### config.mk
export PLATFORM = sky130hd
export DESIGN_NAME = keypad_pin_lock_controller_top
export DESIGN_NICKNAME = d
export VERILOG_FILES = /design/src/sv/kplc_pkg.sv /design/src/sv/kplc_cfg.sv /design/src/sv/kplc_core.sv /design/src/sv/keypad_pin_lock_controller_top.sv
export SDC_FILE = /design/constraint.sdc
export NUM_CORES = 1
export LEC_CHECK = 0
export ABC_CLOCK_PERIOD_IN_PS = 7780
export BUFFER_PORTS_ARGS = -buffer_cell sky130_fd_sc_hd__buf_2
export CORE_AREA = 5 5 161 163
export CTS_CLUSTER_DIAMETER = 120
export DETAILED_ROUTE_END_ITERATION = 6
export DIE_AREA = 0 0 166 168
export PLACE_DENSITY = 0.48
export SYNTH_ARGS = -nofsm -noshare
export SYNTH_HDL_FRONTEND = slang
export SYNTH_SLANG_ARGS = --single-unit
### constraint.sdc
create_clock -name clk -period 7.78 [get_ports clk]
set_clock_uncertainty 0.15 [all_clocks]
set_input_delay 0.778 -clock clk [delete_from_list [all_inputs] [get_ports clk]]
set_output_delay 0.778 -clock clk [all_outputs]
set_load 0.01 [all_outputs]
### src/sv/kplc_pkg.sv
// Package: shared types, codes and sizing constants for the keypad PIN lock controller.
package kplc_pkg;

  localparam int PIN_DIGITS = 4;
  localparam int TIMER_BITS = 32;
  localparam int DUR_BITS   = 32;
  localparam int PIN_BITS   = 4 * PIN_DIGITS;
  localparam int LEN_W      = $clog2(PIN_DIGITS + 1);
  localparam int IDX_W      = (PIN_DIGITS > 1) ? $clog2(PIN_DIGITS) : 1;
  localparam int CMP_W      = (TIMER_BITS > DUR_BITS) ? TIMER_BITS : DUR_BITS;
  localparam int CFG_IDX_W  = 2;
  localparam int CFG_DATA_W = 32;

  localparam logic [15:0] PIN_RESET   = 16'd0;
  localparam logic [3:0]  MAX_RESET   = 4'd3;
  localparam logic [31:0] GRANT_RESET = 32'd5000;
  localparam logic [31:0] LOCK_RESET  = 32'd30000;
  localparam logic [3:0]  FAIL_MAX    = 4'd15;
  localparam logic [3:0]  DIGIT_MAX   = 4'd9;

  typedef enum logic [1:0] {
    MODE_ENTRY   = 2'd0,
    MODE_GRANTED = 2'd1,
    MODE_LOCKED  = 2'd2
  } mode_t;

  typedef enum logic [1:0] {
    CMD_DIGIT  = 2'd0,
    CMD_CLEAR  = 2'd1,
    CMD_SUBMIT = 2'd2,
    CMD_TICK   = 2'd3
  } cmd_t;

  typedef enum logic [2:0] {
    SND_NONE    = 3'd0,
    SND_CLICK   = 3'd1,
    SND_SUCCESS = 3'd2,
    SND_FAIL    = 3'd3,
    SND_LOCKOUT = 3'd4
  } sound_t;

  typedef enum logic [1:0] {
    MSG_NONE   = 2'd0,
    MSG_ENTER  = 2'd1,
    MSG_SHORT  = 2'd2,
    MSG_DENIED = 2'd3
  } msg_t;

  typedef enum logic [CFG_IDX_W-1:0] {
    REG_PIN_CODE  = 2'd0,
    REG_MAX_ATT   = 2'd1,
    REG_GRANT_DUR = 2'd2,
    REG_LOCK_DUR  = 2'd3
  } reg_idx_t;

  typedef struct packed {
    logic [PIN_BITS-1:0] pin_code;
    logic [3:0]          max_attempts;
    logic [DUR_BITS-1:0] grant_dur;
    logic [DUR_BITS-1:0] lock_dur;
  } cfg_t;

  typedef struct packed {
    mode_t            mode;
    logic             door_open;
    sound_t           sound;
    msg_t             message;
    logic [LEN_W-1:0] entered_count;
    logic [3:0]       attempts_left;
  } res_t;

endpackage

### src/sv/kplc_cfg.sv
// Configuration register file: PIN, attempt limit and both period lengths.
module kplc_cfg (
  input  logic                           clk,
  input  logic                           rst_n,
  input  logic                           wr_en,
  input  logic [kplc_pkg::CFG_IDX_W-1:0] wr_idx,
  input  logic [kplc_pkg::CFG_DATA_W-1:0] wr_data,
  output kplc_pkg::cfg_t                 cfg
);
  import kplc_pkg::*;

  cfg_t cfg_r;

  always_ff @(posedge clk) begin
    if (!rst_n) begin
      cfg_r.pin_code     <= PIN_RESET[PIN_BITS-1:0];
      cfg_r.max_attempts <= MAX_RESET;
      cfg_r.grant_dur    <= GRANT_RESET;
      cfg_r.lock_dur     <= LOCK_RESET;
    end else if (wr_en) begin
      case (reg_idx_t'(wr_idx))
        REG_PIN_CODE:  cfg_r.pin_code     <= wr_data[PIN_BITS-1:0];
        REG_MAX_ATT:   cfg_r.max_attempts <= wr_data[3:0];
        REG_GRANT_DUR: cfg_r.grant_dur    <= wr_data[DUR_BITS-1:0];
        REG_LOCK_DUR:  cfg_r.lock_dur     <= wr_data[DUR_BITS-1:0];
        default: ;
      endcase
    end
  end

  assign cfg = cfg_r;

endmodule

### src/sv/kplc_core.sv
// Lock state machine: mode, entered digits, failure count and period timer.
module kplc_core (
  input  logic                clk,
  input  logic                rst_n,
  input  logic                step,
  input  kplc_pkg::cmd_t      command,
  input  logic [3:0]          digit,
  input  kplc_pkg::cfg_t      cfg,
  output kplc_pkg::res_t      res
);
  import kplc_pkg::*;

  mode_t                 mode_r, mode_nxt;
  logic [LEN_W-1:0]      len_r, len_nxt;
  logic [3:0]            fail_r, fail_nxt;
  logic [TIMER_BITS-1:0] elapsed_r, elapsed_nxt;
  logic [3:0]            digits_r [PIN_DIGITS];
  logic                  dig_we;
  logic                  pin_ok;
  logic [CMP_W-1:0]      elapsed_ext, dur_ext;
  sound_t                sound;
  msg_t                  message;

  always_ff @(posedge clk) begin
    if (!rst_n) begin
      mode_r    <= MODE_ENTRY;
      len_r     <= '0;
      fail_r    <= '0;
      elapsed_r <= '0;
    end else if (step) begin
      mode_r    <= mode_nxt;
      len_r     <= len_nxt;
      fail_r    <= fail_nxt;
      elapsed_r <= elapsed_nxt;
    end
  end

  always_ff @(posedge clk) begin
    if (step && dig_we) begin
      digits_r[len_r[IDX_W-1:0]] <= digit;
    end
  end

  always_comb begin
    pin_ok = 1'b1;
    for (int i = 0; i < PIN_DIGITS; i++) begin
      if (cfg.pin_code[4*(PIN_DIGITS-1-i) +: 4] != digits_r[i]) begin
        pin_ok = 1'b0;
      end
    end
  end

  assign elapsed_ext = CMP_W'(elapsed_r);
  assign dur_ext     = (mode_r == MODE_GRANTED) ? CMP_W'(cfg.grant_dur) : CMP_W'(cfg.lock_dur);

  always_comb begin
    mode_nxt    = mode_r;
    len_nxt     = len_r;
    fail_nxt    = fail_r;
    elapsed_nxt = elapsed_r;
    dig_we      = 1'b0;
    sound       = SND_NONE;
    message     = MSG_NONE;
    if (command == CMD_TICK) begin
      if (mode_r != MODE_ENTRY) begin
        if (elapsed_ext >= dur_ext) begin
          if (mode_r == MODE_LOCKED) begin
            fail_nxt = '0;
          end
          mode_nxt = MODE_ENTRY;
          len_nxt  = '0;
          message  = MSG_ENTER;
        end else if (elapsed_r != '1) begin
          elapsed_nxt = elapsed_r + 1'b1;
        end
      end
    end else if (mode_r == MODE_ENTRY) begin
      case (command)
        CMD_DIGIT: begin
          if (len_r < LEN_W'(PIN_DIGITS) && digit <= DIGIT_MAX) begin
            dig_we  = 1'b1;
            len_nxt = len_r + 1'b1;
            sound   = SND_CLICK;
          end
        end
        CMD_CLEAR: begin
          len_nxt = '0;
          sound   = SND_CLICK;
          message = MSG_ENTER;
        end
        CMD_SUBMIT: begin
          if (len_r != LEN_W'(PIN_DIGITS)) begin
            sound   = SND_FAIL;
            message = MSG_SHORT;
          end else if (pin_ok) begin
            fail_nxt    = '0;
            mode_nxt    = MODE_GRANTED;
            elapsed_nxt = '0;
            sound       = SND_SUCCESS;
          end else begin
            if (fail_r != FAIL_MAX) begin
              fail_nxt = fail_r + 1'b1;
            end
            if (fail_nxt >= cfg.max_attempts) begin
              mode_nxt    = MODE_LOCKED;
              elapsed_nxt = '0;
              sound       = SND_LOCKOUT;
            end else begin
              sound   = SND_FAIL;
              message = MSG_DENIED;
              len_nxt = '0;
            end
          end
        end
        default: ;
      endcase
    end
  end

  always_comb begin
    res.mode          = mode_nxt;
    res.door_open     = (mode_nxt == MODE_GRANTED);
    res.sound         = sound;
    res.message       = message;
    res.entered_count = len_nxt;
    res.attempts_left = (fail_nxt >= cfg.max_attempts) ? 4'd0 : cfg.max_attempts - fail_nxt;
  end

endmodule

### src/sv/keypad_pin_lock_controller_top.sv
// Top level: input register, lock core, result register and configuration port.
//
//  channel | ports                                  | handshake
//  --------+----------------------------------------+-----------------------------
//  input   | in_command, in_digit                   | in_valid / in_stall
//  result  | out_mode, out_door_open, out_sound,    | out_valid / out_stall
//          | out_message, out_entered_count,        |
//          | out_attempts_left                      |
//  config  | cfg_index, cfg_data                    | cfg_valid / cfg_ready
//
// One item per cycle sustained while the result side does not stall; an item's
// result is registered (input register, then state update into the result register).
// The state update runs in the same cycle the item leaves the input register.
// A stall on the result side holds the result register, then the input register.
// Synchronous active-low reset returns to entry mode with reset register values.
module keypad_pin_lock_controller_top (
  input  logic                            clk,
  input  logic                            rst_n,
  input  logic                            in_valid,
  output logic                            in_stall,
  input  logic [1:0]                      in_command,
  input  logic [3:0]                      in_digit,
  output logic                            out_valid,
  input  logic                            out_stall,
  output logic [1:0]                      out_mode,
  output logic                            out_door_open,
  output logic [2:0]                      out_sound,
  output logic [1:0]                      out_message,
  output logic [kplc_pkg::LEN_W-1:0]      out_entered_count,
  output logic [3:0]                      out_attempts_left,
  input  logic                            cfg_valid,
  output logic                            cfg_ready,
  input  logic [kplc_pkg::CFG_IDX_W-1:0]  cfg_index,
  input  logic [kplc_pkg::CFG_DATA_W-1:0] cfg_data
);
  import kplc_pkg::*;

  logic       iv_r;
  cmd_t       cmd_r;
  logic [3:0] dig_r;
  logic       ov_r;
  res_t       res_r;
  res_t       res;
  cfg_t       cfg;
  logic       out_free, step, in_take;

  assign out_free = !ov_r || !out_stall;
  assign step     = iv_r && out_free;
  assign in_stall = iv_r && !out_free;
  assign in_take  = in_valid && !in_stall;

  assign cfg_ready = 1'b1;

  kplc_cfg u_cfg (
    .clk     (clk),
    .rst_n   (rst_n),
    .wr_en   (cfg_valid && cfg_ready),
    .wr_idx  (cfg_index),
    .wr_data (cfg_data),
    .cfg     (cfg)
  );

  kplc_core u_core (
    .clk     (clk),
    .rst_n   (rst_n),
    .step    (step),
    .command (cmd_r),
    .digit   (dig_r),
    .cfg     (cfg),
    .res     (res)
  );

  always_ff @(posedge clk) begin
    if (!rst_n) begin
      iv_r <= 1'b0;
      ov_r <= 1'b0;
    end else begin
      if (in_take) begin
        iv_r <= 1'b1;
      end else if (step) begin
        iv_r <= 1'b0;
      end
      if (step) begin
        ov_r <= 1'b1;
      end else if (out_free) begin
        ov_r <= 1'b0;
      end
    end
  end

  always_ff @(posedge clk) begin
    if (in_take) begin
      cmd_r <= cmd_t'(in_command);
      dig_r <= in_digit;
    end
    if (step) begin
      res_r <= res;
    end
  end

  assign out_valid         = ov_r;
  assign out_mode          = res_r.mode;
  assign out_door_open     = res_r.door_open;
  assign out_sound         = res_r.sound;
  assign out_message       = res_r.message;
  assign out_entered_count = res_r.entered_count;
  assign out_attempts_left = res_r.attempts_left;

endmodule

==> summary.md, run 1 <==
| Metric | Value |
|---|---|
| Status | `complete, no violations` |
| Hold buffers post-CTS | `0` |
| HP Class | `reg2reg` |
| Power share of the combinational group | `0.082` |
| Die ar. | `27,890 um^2` |
| CTS Buffer Depth | `2` |
| Filler instances | `2,493` |
| Synth Cell Area | `8330 um^2` |
| Worst Path Max Fanout | `32` |
| Std-Cell Rows | `57` |
| Worst vdd ir | `127.4 uV` |
| Internal power | `between 0.001 and 0.0015 W` |
| Final Setup Violations | `0` |
| Post-CTS Resized | `0` |
| Area delta synth->final | `13.98%` |
| CP required | `7.82 ns` |
| Vias/cell | `5.089` |
| Seq/Total Area, Yosys | `0.4386` |
| PD cells | `200.6 nW/um^2` |
| Crit path from | `u_core.mode_r[1]` |
| Tmin final | `5.160 ns` |
| Vias in the first global route | `6,353` |
| Core Box Area | `roughly 24,000 um^2` |
| Slowest stage cell, crit path | `nand2_2` |
| R2R Setup Slk | `2.62 ns` |
| CP max stage delay | `0.76 ns` |
| Clk pin slew, worst setup/hold paths | `0.07 ns` |
| Post-synth EDFFs | `37` |
| Vias | `6,722` |
| Total power | `0.001905 W` |
| Synth cell types | `59` |
| Net switching power | `between 0.0005 and 0.0006 W` |
| Cell Count, Final, Fillers Out | `1,321` |
| Setup crit end kind | `register` |
| Grt total ovfl | `0` |
| Worst Max-Slew Pin Slew | `1.109 ns` |
| DRC viols | `0` |
| Clock sink total | `between 150 and 200` |
| Nets | `1,080` |
| Drt pass-1 iters | `5` |
| Ant. Diodes | `0` |
| Largest net degree at the start of global routing | `95` |
| Critical path launch point type | `register` |
| # IOs | `63` |
| CTS tree | `done` |
| Critical setup path kind | `reg2reg` |
| Worst Reg2Reg Path Length in Cells | `18` |
| Layout cells sized above 1 | `0.1143` |
| Warning count from the yosys run | `0` |
| Initial antenna violation count | `0` |
| Max-cap violation count | `0` |
| Worst-Skew Late Latency | `0.44 ns` |
| Cells after Synth | `949` |
| Tcrit/Tclk final | `0.6632` |
| IO Port Bufs | `61` |
| Worst-path cell chain | `inv_1 > nand2_2 > mux2i_1 > ha_1 > a41oi_1 > o21ai_1 > a221oi_1 > o211a_2 > a21bo_2 > o21ai_0 > a41oi_1 > ha_1 > inv_1 > fa_1 > a21o_1 > a21oi_1 > a41o_1 > nor2_1` |
| Mean Syn Cell Area | `about 9 um^2` |
| Post-DRT Antenna Nets | `0` |
| Final Max Tran Viols | `0` |
| Gpl congestion | `around 0.78` |
| R2r startpoint | `u_core.mode_r[1]` |
| Worst EP arrival | `5.20 ns` |
| Sw Ratio | `0.2747` |
| Setup_tns | `0 ns` |
| Leak | `3.727 nW` |
| Global-route wire length before repair | `34.47 mm` |
| Dominant synthesized flop cell | `dfxtp_1` |
| Sequential power share | `0.476` |
| Total CTS buffers | `17` |
| Placed cells | `1,289` |
| DIE HEIGHT | `168 um` |
| Die width | `166 um` |
| Crit Reg-Reg Endpoint | `out_attempts_left[2]` |
| GRT Total Usage | `0.1513` |
| CTS H-tree lvls | `4` |
| Postcts setup bufs | `0` |
| Synthesis-stage register bit count | `164` |
| DP HPWL | `14.82 mm` |
| Fraction of registers with async set/reset | `0` |
| Average wire per standard cell | `16.03 um` |
| Syn nets | `1,045` |
| Unrepaired setup endpoints after global routing | `false` |
| Clock share of power | `0.442` |
| Starting Density | `0.3446` |
| Headroom to the max-slew limit | `0.2547` |
| Max Fclk | `roughly 190 MHz` |
| Initial DRC Count | `roughly 410` |
| Detailed-route wire length | `21.17 mm` |
| Last element of the critical path | `out_attempts_left[2]` |
| Root buffer cell | `clkbuf_16` |
| Final Hold Viols | `0` |
power by group through the flow:
stage / registers, W / logic, W / clock network, W
after global routing: 0.000910 / 0.000176 / 0.000898
after global placement: 0.000927 / 0.000157 / 0
after detailed placement: 0.000927 / 0.000158 / 0
after CTS: 0.000908 / 0.000158 / 0.000866
after floorplan: 0.000924 / 0.000103 / 0
final: 0.000907 / 0.000156 / 0.000842
synth_stat cells (5+ instances only):
library cell | count | area share
xnor2_1 | 18 | 0.019
a21boi_0 | 66 | 0.059
nand3_1 | 41 | 0.025
mux2i_1 | 33 | 0.040
dfxtp_1 | 127 | 0.31
nor3_1 | 8 | 0.0048
nand2_1 | 212 | 0.096
a31oi_1 | 5 | 0.0038
or3_1 | 25 | 0.019
o21ai_0 | 36 | 0.022
a21oi_1 | 53 | 0.032
or4_1 | 12 | 0.011
o21ai_1 | 7 | 0.0042
clkbuf_1 | 45 | 0.020
inv_1 | 25 | 0.011
edfxtp_1 | 37 | 0.13
and3_1 | 12 | 0.0090
nor2_1 | 27 | 0.012
o211ai_1 | 8 | 0.0072
nand4_1 | 26 | 0.020
o31ai_1 | 6 | 0.0054
and2_1 | 9 | 0.0068
ha_1 | 50 | 0.075
logic make-up after synthesis:
family / after synthesis / synth area share
AOI/OAI and AO/OA: 212 / 0.1667
xor gates and xnor gates: 19 / 0.01998
adders and majority gates: 51 / 0.07750
buffers and inverters: 78 / 0.03665
DFF: 164 / 0.4386
muxes: 34 / 0.04100
other: 1 / 0.0004502
and+or+nand+nor: 390 / 0.2191
area by class of cell:
type | count | area (um^2) | share of cell area
clock inverter | 15 | 166.4 | 0.01753
sequential | 164 | 3654 | 0.3848
tap | 324 | 405.4 | 0.04269
clock buffer | 17 | 425.4 | 0.04480
multi-input combinational | 707 | 4385 | 0.4619
timing repair buffer | 69 | 365.4 | 0.03848
inverter | 25 | 93.84 | 0.009883
layer usage:
layer | share of wire | global-route usage | vias up
li1 | - | - | 3452
met1 | 0.53 | 0.2281 | 3145
met2 | 0.43 | 0.2243 | 111
met3 | 0.031 | 0.02415 | 14
met4 | 0.0098 | 0.04089 | 0
met5 | 0 | 0 | -
flip-flops by register name, summed over array words and instances, names as in the netlist, 2 cells and up:
signal and flops:
out_mode 2, u_core.len_r 3, out_sound 3, u_core.mode_r 2
u_core.digits_r 16, out_attempts_left 4, u_core.fail_r 4, out_message 2
cmd_r 2, dig_r 4, u_cfg.cfg 84, u_core.elapsed_ext 32
out_entered_count 3
cells in the final DEF, fill, tap and decap left out, types with 26 or more instances in the layout:
| cell | Yosys | layout |
|---|---|---|
| o21ai_0 | 36 | 35 |
| ha_1 | 50 | 50 |
| nand4_1 | 26 | 26 |
| nor2_1 | 27 | 26 |
| edfxtp_1 | 37 | 37 |
| a21oi_1 | 53 | 53 |
| mux2i_1 | 33 | 33 |
| nand3_1 | 41 | 41 |
| buf_2 | 1 | 61 |
| a21boi_0 | 66 | 66 |
| dfxtp_1 | 127 | 127 |
| nand2_1 | 212 | 211 |
critical path, delay by kind of cell (launching register included):
kind	cells	cell delay, ns
AOI/OAI and AO/OA	10	2.08
and+or+nand+nor	2	0.82
adders and majority gates	3	0.87
DFF	1	0.48
buffers and inverters	2	0.20
muxes	1	0.28
worst min-delay path by stage:
stage	end	slack, ns	start	cells after the start
floorplan	u_cfg.cfg[63]	0.29	u_cfg.cfg[63]	2
global placement	u_cfg.cfg[31]	0.30	u_cfg.cfg[31]	2
detailed placement	u_cfg.cfg[31]	0.30	u_cfg.cfg[31]	2
CTS	u_cfg.cfg[31]	0.31	u_cfg.cfg[31]	2
global route	u_cfg.cfg[59]	0.33	u_cfg.cfg[59]	2
finish	u_cfg.cfg[31]	0.31	u_cfg.cfg[31]	2
metrics by stage:
stage	setup WS, ns	area, um^2	hold WS, ns	utilization
floorplan	3.014	8330	0.2857	-
global placement	2.679	8904	0.2956	0.3683
detailed placement	2.608	8904	0.2991	0.3683
CTS	2.593	9495	0.3079	0.3927
global route	2.200	9495	0.3290	0.3927
finish	2.620	9495	0.3064	0.3927
(Power assumes the default switching activity.)
==> run 2, diff against run 1 <==
Settings changed: ABC_CLOCK_PERIOD_IN_PS 7780 to 4100, PLACE_DENSITY 0.48 to 0.49.
Clock period 7.78 ns to 4.1 ns, I/O delays scaled along.
==> run 2 against run 1 <==
Net effect:
- fmax grew 31%
- sequential power up 90%
- global-route usage increased by 0.33 points
- via count up 2.2%
- wire length increased by 2.7%
- sequential share of layout area fell by 1.4 points
- register-to-register slack got worse by 2.5 ns
- worst hold slack got worse by 0.26 ns
- critical path type unchanged
- critical endpoint is now out_attempts_left[3]
- largest cell class unchanged
==> summary.md, run 2 (synthesized netlist as in run 1, its figures left out) <==
| Metric | Value |
|---|---|
| Max reg flops | `84 (unchanged)` |
| Detailed-route wire length | `21.75 mm (was 21.17 mm)` |
| Gpl congestion | `0.7985 (was 0.7820)` |
| Final Setup Violations | `0 (unchanged)` |
| Nets | `1,104 (was 1,080)` |
| Worst-path cell chain | `inv_2 > nand2_4 > buf_12 > mux2i_2 > ha_1 > and3_4 > a221o_1 > o21ai_1 > a41o_1 > a21bo_4 > o21ai_4 > a41oi_2 > ha_2 > inv_2 > fa_2 > a21o_1 > a21oi_2 > a41o_1 > nor2_1 (was inv_1 > nand2_2 > mux2i_1 > ha_1 > a41oi_1 > o21ai_1 > a221oi_1 > o211a_2 > a21bo_2 > o21ai_0 > a41oi_1 > ha_1 > inv_1 > fa_1 > a21o_1 > a21oi_1 > a41o_1 > nor2_1)` |
| CTS tree | `done (unchanged)` |
| Crit Reg-Reg Endpoint | `out_attempts_left[3] (was out_attempts_left[2])` |
| DRC viols | `0 (unchanged)` |
| CP max stage delay | `0.35 ns (was 0.76 ns)` |
| Post-DRT Antenna Nets | `0 (unchanged)` |
| Slowest stage cell, crit path | `fa_2 (was nand2_2)` |
| Vias | `6,871 (was 6,722)` |
| Filler instances | `2,439 (was 2,493)` |
| Cell Count, Final, Fillers Out | `1,345 (was 1,321)` |
| Most common cell after layout, fill and taps aside | `nand2_1 (unchanged)` |
| DP HPWL | `15.23 mm (was 14.82 mm)` |
| Setup_tns | `0 ns (unchanged)` |
| Clock sink total | `164 (unchanged)` |
| Area delta synth->final | `18.32% (was 13.98%)` |
| Final Max Tran Viols | `0 (unchanged)` |
| Worst Path Max Fanout | `6 (was 32)` |
| Die width | `166 um (unchanged)` |
| Area post-placement | `9037 um^2 (was 8904 um^2)` |
| Leak | `3.877 nW (was 3.727 nW)` |
| Placed cells | `1,303 (was 1,289)` |
| Initial antenna violation count | `0 (unchanged)` |
| HP Class | `in2reg (was reg2reg)` |
| Slack of the critical path | `0.1521 ns (was 2.620 ns)` |
| Most frequent cells in the layout | `211 x nand2_1, 126 x dfxtp_1, 66 x a21boi_0, 61 x buf_2 (was 211 x nand2_1, 127 x dfxtp_1, 66 x a21boi_0, 61 x buf_2, 53 x a21oi_1)` |
| Grt total ovfl | `0 (unchanged)` |
| Root buffer cell | `clkbuf_16 (unchanged)` |
| Tmin final | `3.948 ns (was 5.160 ns)` |
| Status | `complete, no violations (unchanged)` |
| R2r startpoint | `u_core.mode_r[1] (unchanged)` |
| Max-cap violation count | `0 (unchanged)` |
| Vias/cell | `5.109 (was 5.089)` |
| Starting Density | `0.3446 (unchanged)` |
| Min-Delay Endpoint | `iv_r (was u_cfg.cfg[31])` |
| Global-route wire length before repair | `35.27 mm (was 34.47 mm)` |
| Critical setup path kind | `reg2reg (unchanged)` |
| R2R Setup Slk | `0.15 ns (was 2.62 ns)` |
| PD cells | `372.7 nW/um^2 (was 200.6 nW/um^2)` |
| Cell depth of the worst hold path | `3 (was 2)` |
| Tcrit/Tclk final | `0.9629 (was 0.6632)` |
| IO Port Bufs | `61 (unchanged)` |
| Average wire per standard cell | `16.17 um (was 16.03 um)` |
| GRT Total Usage | `0.1546 (was 0.1513)` |
| Ant. Diodes | `0 (unchanged)` |
| Largest net degree at the start of global routing | `73 (was 95)` |
| Headroom to the max-slew limit | `0.3155 (was 0.2547)` |
| Final Hold Viols | `0 (unchanged)` |
| Initial DRC Count | `403 (was 411)` |
| Worst Reg2Reg Path Length in Cells | `19 (was 18)` |
| Worst vdd ir | `243.8 uV (was 127.4 uV)` |
| Critical path launch point type | `register (unchanged)` |
| Total CTS buffers | `17 (unchanged)` |
| Core Box Area | `24,180 um^2 (unchanged)` |
| Std-Cell Rows | `57 (unchanged)` |
| Vias in the first global route | `6,548 (was 6,353)` |
| Max Fclk | `253.3 MHz (was 193.8 MHz)` |
| Drt pass-1 iters | `5 (unchanged)` |
| Place WS | `-0.04120 ns (was 2.608 ns)` |
| Setup crit end kind | `register (unchanged)` |
| Worst-Skew Late Latency | `0.43 ns (was 0.44 ns)` |
| # IOs | `63 (unchanged)` |
| Worst EP arrival | `3.99 ns (was 5.20 ns)` |
| CTS Buffer Depth | `2 (unchanged)` |
| CTS H-tree lvls | `4 (unchanged)` |
| Total power | `0.003674 W (was 0.001905 W)` |
| Worst Max-Slew Pin Slew | `1.022 ns (was 1.109 ns)` |
| DIE HEIGHT | `168 um (unchanged)` |
| Final Cell Area | `9857 um^2 (was 9495 um^2)` |
| CP required | `4.14 ns (was 7.82 ns)` |
| Clk pin slew, worst setup/hold paths | `0.07 ns (about the same)` |
| Layout cells sized above 1 | `0.1489 (was 0.1143)` |
| HP Start | `in_valid (was u_cfg.cfg[31])` |
| Die ar. | `27,890 um^2 (unchanged)` |
run 2: cell types whose count changed in the layout (fill, tap and decap cells not counted), sizes merged:
cell and change:
bufbuf +1, dlygate4sd3 +6, buf +17
run 2: layout make-up:
class / count / area, um^2 / area share
multi-input combinational: 707 / 4484 / 0.4549
timing repair buffer: 93 / 621.8 / 0.06309
clock inverter: 15 / 171.4 / 0.01739
inverter: 25 / 93.84 / 0.009520
sequential: 164 / 3655 / 0.3708
tap: 324 / 405.4 / 0.04113
clock buffer: 17 / 425.4 / 0.04316
run 2: how the worst max path moves through the flow:
| stage | startpoint | to | slack (ns) | cells past startpoint |
|---|---|---|---|---|
| 5_1_grt | u_core.mode_r[1] | out_attempts_left[3] | -0.005 | 19 |
| 3_5_place_dp | u_core.mode_r[1] | out_attempts_left[3] | -0.04 | 19 |
| 3_3_place_gp | u_core.mode_r[1] | out_attempts_left[3] | 0.04 | 19 |
| 4_1_cts | u_core.mode_r[1] | out_attempts_left[3] | 0.007 | 19 |
| 6_report | u_core.mode_r[1] | out_attempts_left[3] | 0.15 | 19 |
| 2_1_floorplan | u_core.mode_r[1] | out_attempts_left[2] | 0.02 | 21 |
run 2: what timing repair did:
item	4_1_cts	5_1_grt
gates resized for setup	4	19
endpoints found under the setup margin	3	4
hold buffers	6	0
gates cloned	2	0
buffers inserted	1	1
pin swaps	7	17
endpoints found under the hold margin	6	0
run 2: worst max-delay path, delay by kind of cell, from the launching register on:
family / cells / cell delay (ns)
muxes: 1 / 0.20
AOI/OAI and AO/OA: 9 / 1.61
buffers and inverters: 3 / 0.24
adders and majority gates: 3 / 0.83
and+or+nand+nor: 3 / 0.34
DFF: 1 / 0.33
run 2: per-stage QoR:
stage	util	hold WS, ns
finish	0.4077	0.04802
global route	0.4077	0.05718
CTS	0.4046	0.03568
detailed placement	0.3738	0.2992
global placement	0.3738	0.2958
floorplan	-	0.2857
run 2: where the power goes:
group / switching, W / internal, W
Combinational: 0.000202 / 0.000132
Sequential: 0.0000256 / 0.00170
Clock: 0.000791 / 0.000828
Total: 0.00102 / 0.00266
run 2: metal layers:
metal | global-route usage | share of wire
met3 | 0.02251 | 0.031
met5 | 0 | 0
met1 | 0.2295 | 0.52
met2 | 0.2344 | 0.44
met4 | 0.04340 | 0.013
==> run 3, diff against run 2 <==
Settings changed: RECOVER_POWER set to 50.
==> run 3 against run 2 <==
Net effect:
- the run now ends with max-capacitance violations, max-slew violations left
- cell count is the same
- sequential cell count stayed put
- first-iteration DRC count down 5.2%
- non-clock buffer count unchanged
- clock power about the same
- via count down 0.39%
- worst hold slack gained 0.0013 ns
- critical endpoint unchanged
- largest cell class unchanged
- highest routed layer unchanged
==> summary.md, run 3 (synthesized netlist as in run 1, its figures left out) <==
| Metric | Value |
|---|---|
| Status | `finished, violations left (was complete, no violations)` |
| Failing checks | `max-capacitance violations, max-slew violations` |
| Vias/cell | `5.088 (was 5.109)` |
| Clock sink total | `164 (unchanged)` |
| Ant. Diodes | `0 (unchanged)` |
| Starting Density | `0.3446 (unchanged)` |
| Most common cell after layout, fill and taps aside | `nand2_1 (unchanged)` |
| Gpl congestion | `0.7985 (unchanged)` |
| Placed cells | `1,303 (unchanged)` |
| # IOs | `63 (unchanged)` |
| Worst Max-Slew Pin Slew | `2.428 ns (was 1.022 ns)` |
| Vias | `6,844 (was 6,871)` |
| DRC viols | `0 (unchanged)` |
| Vias in the first global route | `6,548 (unchanged)` |
| Area delta synth->final | `17.87% (was 18.32%)` |
| Slowest stage cell, crit path | `fa_2 (unchanged)` |
| Critical Path Stages | `20 (was 19)` |
| Initial antenna violation count | `0 (unchanged)` |
| Nets | `1,104 (unchanged)` |
| Final Setup Violations | `0 (unchanged)` |
| Detailed-route wire length | `21.73 mm (was 21.75 mm)` |
| CTS tree | `done (unchanged)` |
| R2r startpoint | `u_core.mode_r[1] (unchanged)` |
| Headroom to the max-slew limit | `-0.6247 (was 0.3155)` |
| Util after Layout | `0.4061 (was 0.4077)` |
| Last element of the critical path | `out_attempts_left[3] (unchanged)` |
| Die width | `166 um (unchanged)` |
| R2R Setup Slk | `0.15 ns (about the same)` |
| Hold Slack | `0.04930 ns (was 0.04802 ns)` |
| HP Class | `in2reg (unchanged)` |
| CP required | `4.14 ns (about the same)` |
| Cell Count, Final, Fillers Out | `1,345 (unchanged)` |
| Max reg flops | `84 (unchanged)` |
| IO Port Bufs | `61 (unchanged)` |
| Layout cells sized above 1 | `0.1293 (was 0.1489)` |
| Tmin final | `3.950 ns (was 3.948 ns)` |
| Post-DRT Antenna Nets | `0 (unchanged)` |
| Setup crit end kind | `register (unchanged)` |
| Average wire per standard cell | `16.16 um (was 16.17 um)` |
| CP max stage delay | `0.35 ns (about the same)` |
| Crit path from | `u_core.mode_r[1] (unchanged)` |
| Critical setup path kind | `reg2reg (unchanged)` |
| CTS H-tree lvls | `4 (unchanged)` |
| Max Fclk | `253.2 MHz (was 253.3 MHz)` |
| Worst Path Max Fanout | `10 (was 6)` |
| CTS Buffer Depth | `2 (unchanged)` |
| Worst EP arrival | `3.99 ns (about the same)` |
| Tcrit/Tclk final | `0.9633 (was 0.9629)` |
| DIE HEIGHT | `168 um (unchanged)` |
| Die ar. | `27,890 um^2 (unchanged)` |
| Root buffer cell | `clkbuf_16 (unchanged)` |
| Final Hold Viols | `0 (unchanged)` |
| Worst-Skew Late Latency | `0.43 ns (about the same)` |
| Largest net degree at the start of global routing | `73 (unchanged)` |
| Worst Reg2Reg Path Length in Cells | `20 (was 19)` |
| Global-route wire length before repair | `35.27 mm (unchanged)` |
| Initial DRC Count | `382 (was 403)` |
| Max-cap violation count | `1 (was 0)` |
| Critical path launch point type | `register (unchanged)` |
| Final Cell Area | `9819 um^2 (was 9857 um^2)` |
| Slack of the critical path | `0.1503 ns (was 0.1521 ns)` |
| Std-Cell Rows | `57 (unchanged)` |
| Leak | `3.824 nW (was 3.877 nW)` |
| Total CTS buffers | `17 (unchanged)` |
| Crit Reg-Reg Endpoint | `out_attempts_left[3] (unchanged)` |
| Worst-path cell chain | `inv_2 > nand2_4 > bufbuf_16 > mux2i_1 > ha_1 > nand2_1 > nor2_1 > a211oi_1 > buf_4 > o211a_2 > a21bo_4 > o21ai_4 > a41oi_2 > ha_2 > inv_2 > fa_2 > a21o_1 > a21oi_2 > a41o_1 > nor2_1 (was inv_2 > nand2_4 > buf_12 > mux2i_2 > ha_1 > and3_4 > a221o_1 > o21ai_1 > a41o_1 > a21bo_4 > o21ai_4 > a41oi_2 > ha_2 > inv_2 > fa_2 > a21o_1 > a21oi_2 > a41o_1 > nor2_1)` |
| Grt total ovfl | `0 (unchanged)` |
| CP Buf/Inv Count | `4 (was 3)` |
| Drt pass-1 iters | `5 (unchanged)` |
| Worst vdd ir | `241.6 uV (was 243.8 uV)` |
| PD cells | `373.7 nW/um^2 (was 372.7 nW/um^2)` |
| GRT Total Usage | `0.1546 (unchanged)` |
| Place WS | `-0.04120 ns (unchanged)` |
| Final Max Tran Viols | `33 (was 0)` |
| Core Box Area | `24,180 um^2 (unchanged)` |
| Most frequent cells in the layout | `211 x nand2_1, 126 x dfxtp_1, 66 x a21boi_0, 49 x a21oi_1, 49 x ha_1 (was 211 x nand2_1, 126 x dfxtp_1, 66 x a21boi_0, 61 x buf_2)` |
| DP HPWL | `15.23 mm (unchanged)` |
| Area post-placement | `9037 um^2 (unchanged)` |
| Cell family with most CP delay | `compound AO/OA/AOI/OAI gates (unchanged)` |
| Clk pin slew, worst setup/hold paths | `0.07 ns (about the same)` |
run 3: cell types whose count changed in the layout (fill, tap and decap cells not counted), sizes merged:
cell / before / now
buf: 86 / 67
clkbuf: 17 / 36
run 3: final cells by class:
cell class                      instances  area (um^2)
Multi-Input combinational cell        707         4472
Inverter                               25        93.84
Clock buffer                           17        425.4
Tap cell                              324        405.4
Sequential cell                       164         3655
Fill cell                            2447        14360
Clock inverter                         15        171.4
Timing Repair Buffer                   93        596.8
run 3: per-stage QoR:
stage | TNS, ns | power, W
2_1_floorplan | 0 | 0.001953
3_3_place_gp | 0 | 0.002069
3_5_place_dp | -0.1057 | 0.002069
4_1_cts | 0 | 0.003712
5_1_grt | -0.01075 | 0.003828
6_report | 0 | 0.003669
run 3: what timing repair did:
item,4_1_cts,5_1_grt
pin swaps,7,17
setup endpoints to repair,3,4
setup buffers,1,1
endpoints found under the hold margin,6,0
gates cloned,2,0
gates resized for setup,4,19
hold buffers,6,0
run 3: metal layers:
metal  track usage  vias to the layer above  part of all wire
li1              -                     3498                 -
met5             0                        -                 0
met3       0.02251                       13             0.036
met4       0.04340                        0            0.0095
met2        0.2344                      123              0.44
met1        0.2295                     3210              0.52
run 3: worst min-delay path by stage:
stage,startpoint,endpoint,cells past startpoint
after floorplan,u_cfg.cfg[63],u_cfg.cfg[63],2
after global placement,u_cfg.cfg[63],u_cfg.cfg[63],2
after detailed placement,u_cfg.cfg[63],u_cfg.cfg[63],2
after CTS,in_valid,iv_r,3
after global routing,in_valid,iv_r,3
final,in_valid,iv_r,3
run 3: power by group:
group / total [W] / leakage, nW / internal, W / switching [W]
sequential: 0.00172 / 1.37 / 0.00170 / 0.0000257
clock: 0.00162 / 0.294 / 0.000828 / 0.000788
combinational: 0.000332 / 2.16 / 0.000131 / 0.000201
total: 0.00367 / 3.82 / 0.00265 / 0.00101
run 3: worst reg2reg max path, cell delays in order, from the launching register on:
cell and delay (ns):
dfxtp_2 0.33, inv_2 0.05, nand2_4 0.11, bufbuf_16 0.31, mux2i_1 0.21, ha_1 0.27
nand2_1 0.06, nor2_1 0.04, a211oi_1 0.27, buf_4 0.16, o211a_2 0.20, a21bo_4 0.17
o21ai_4 0.07, a41oi_2 0.18, ha_2 0.20, inv_2 0.04, fa_2 0.35, a21o_1 0.17
a21oi_2 0.15, a41o_1 0.17, nor2_1 0.06
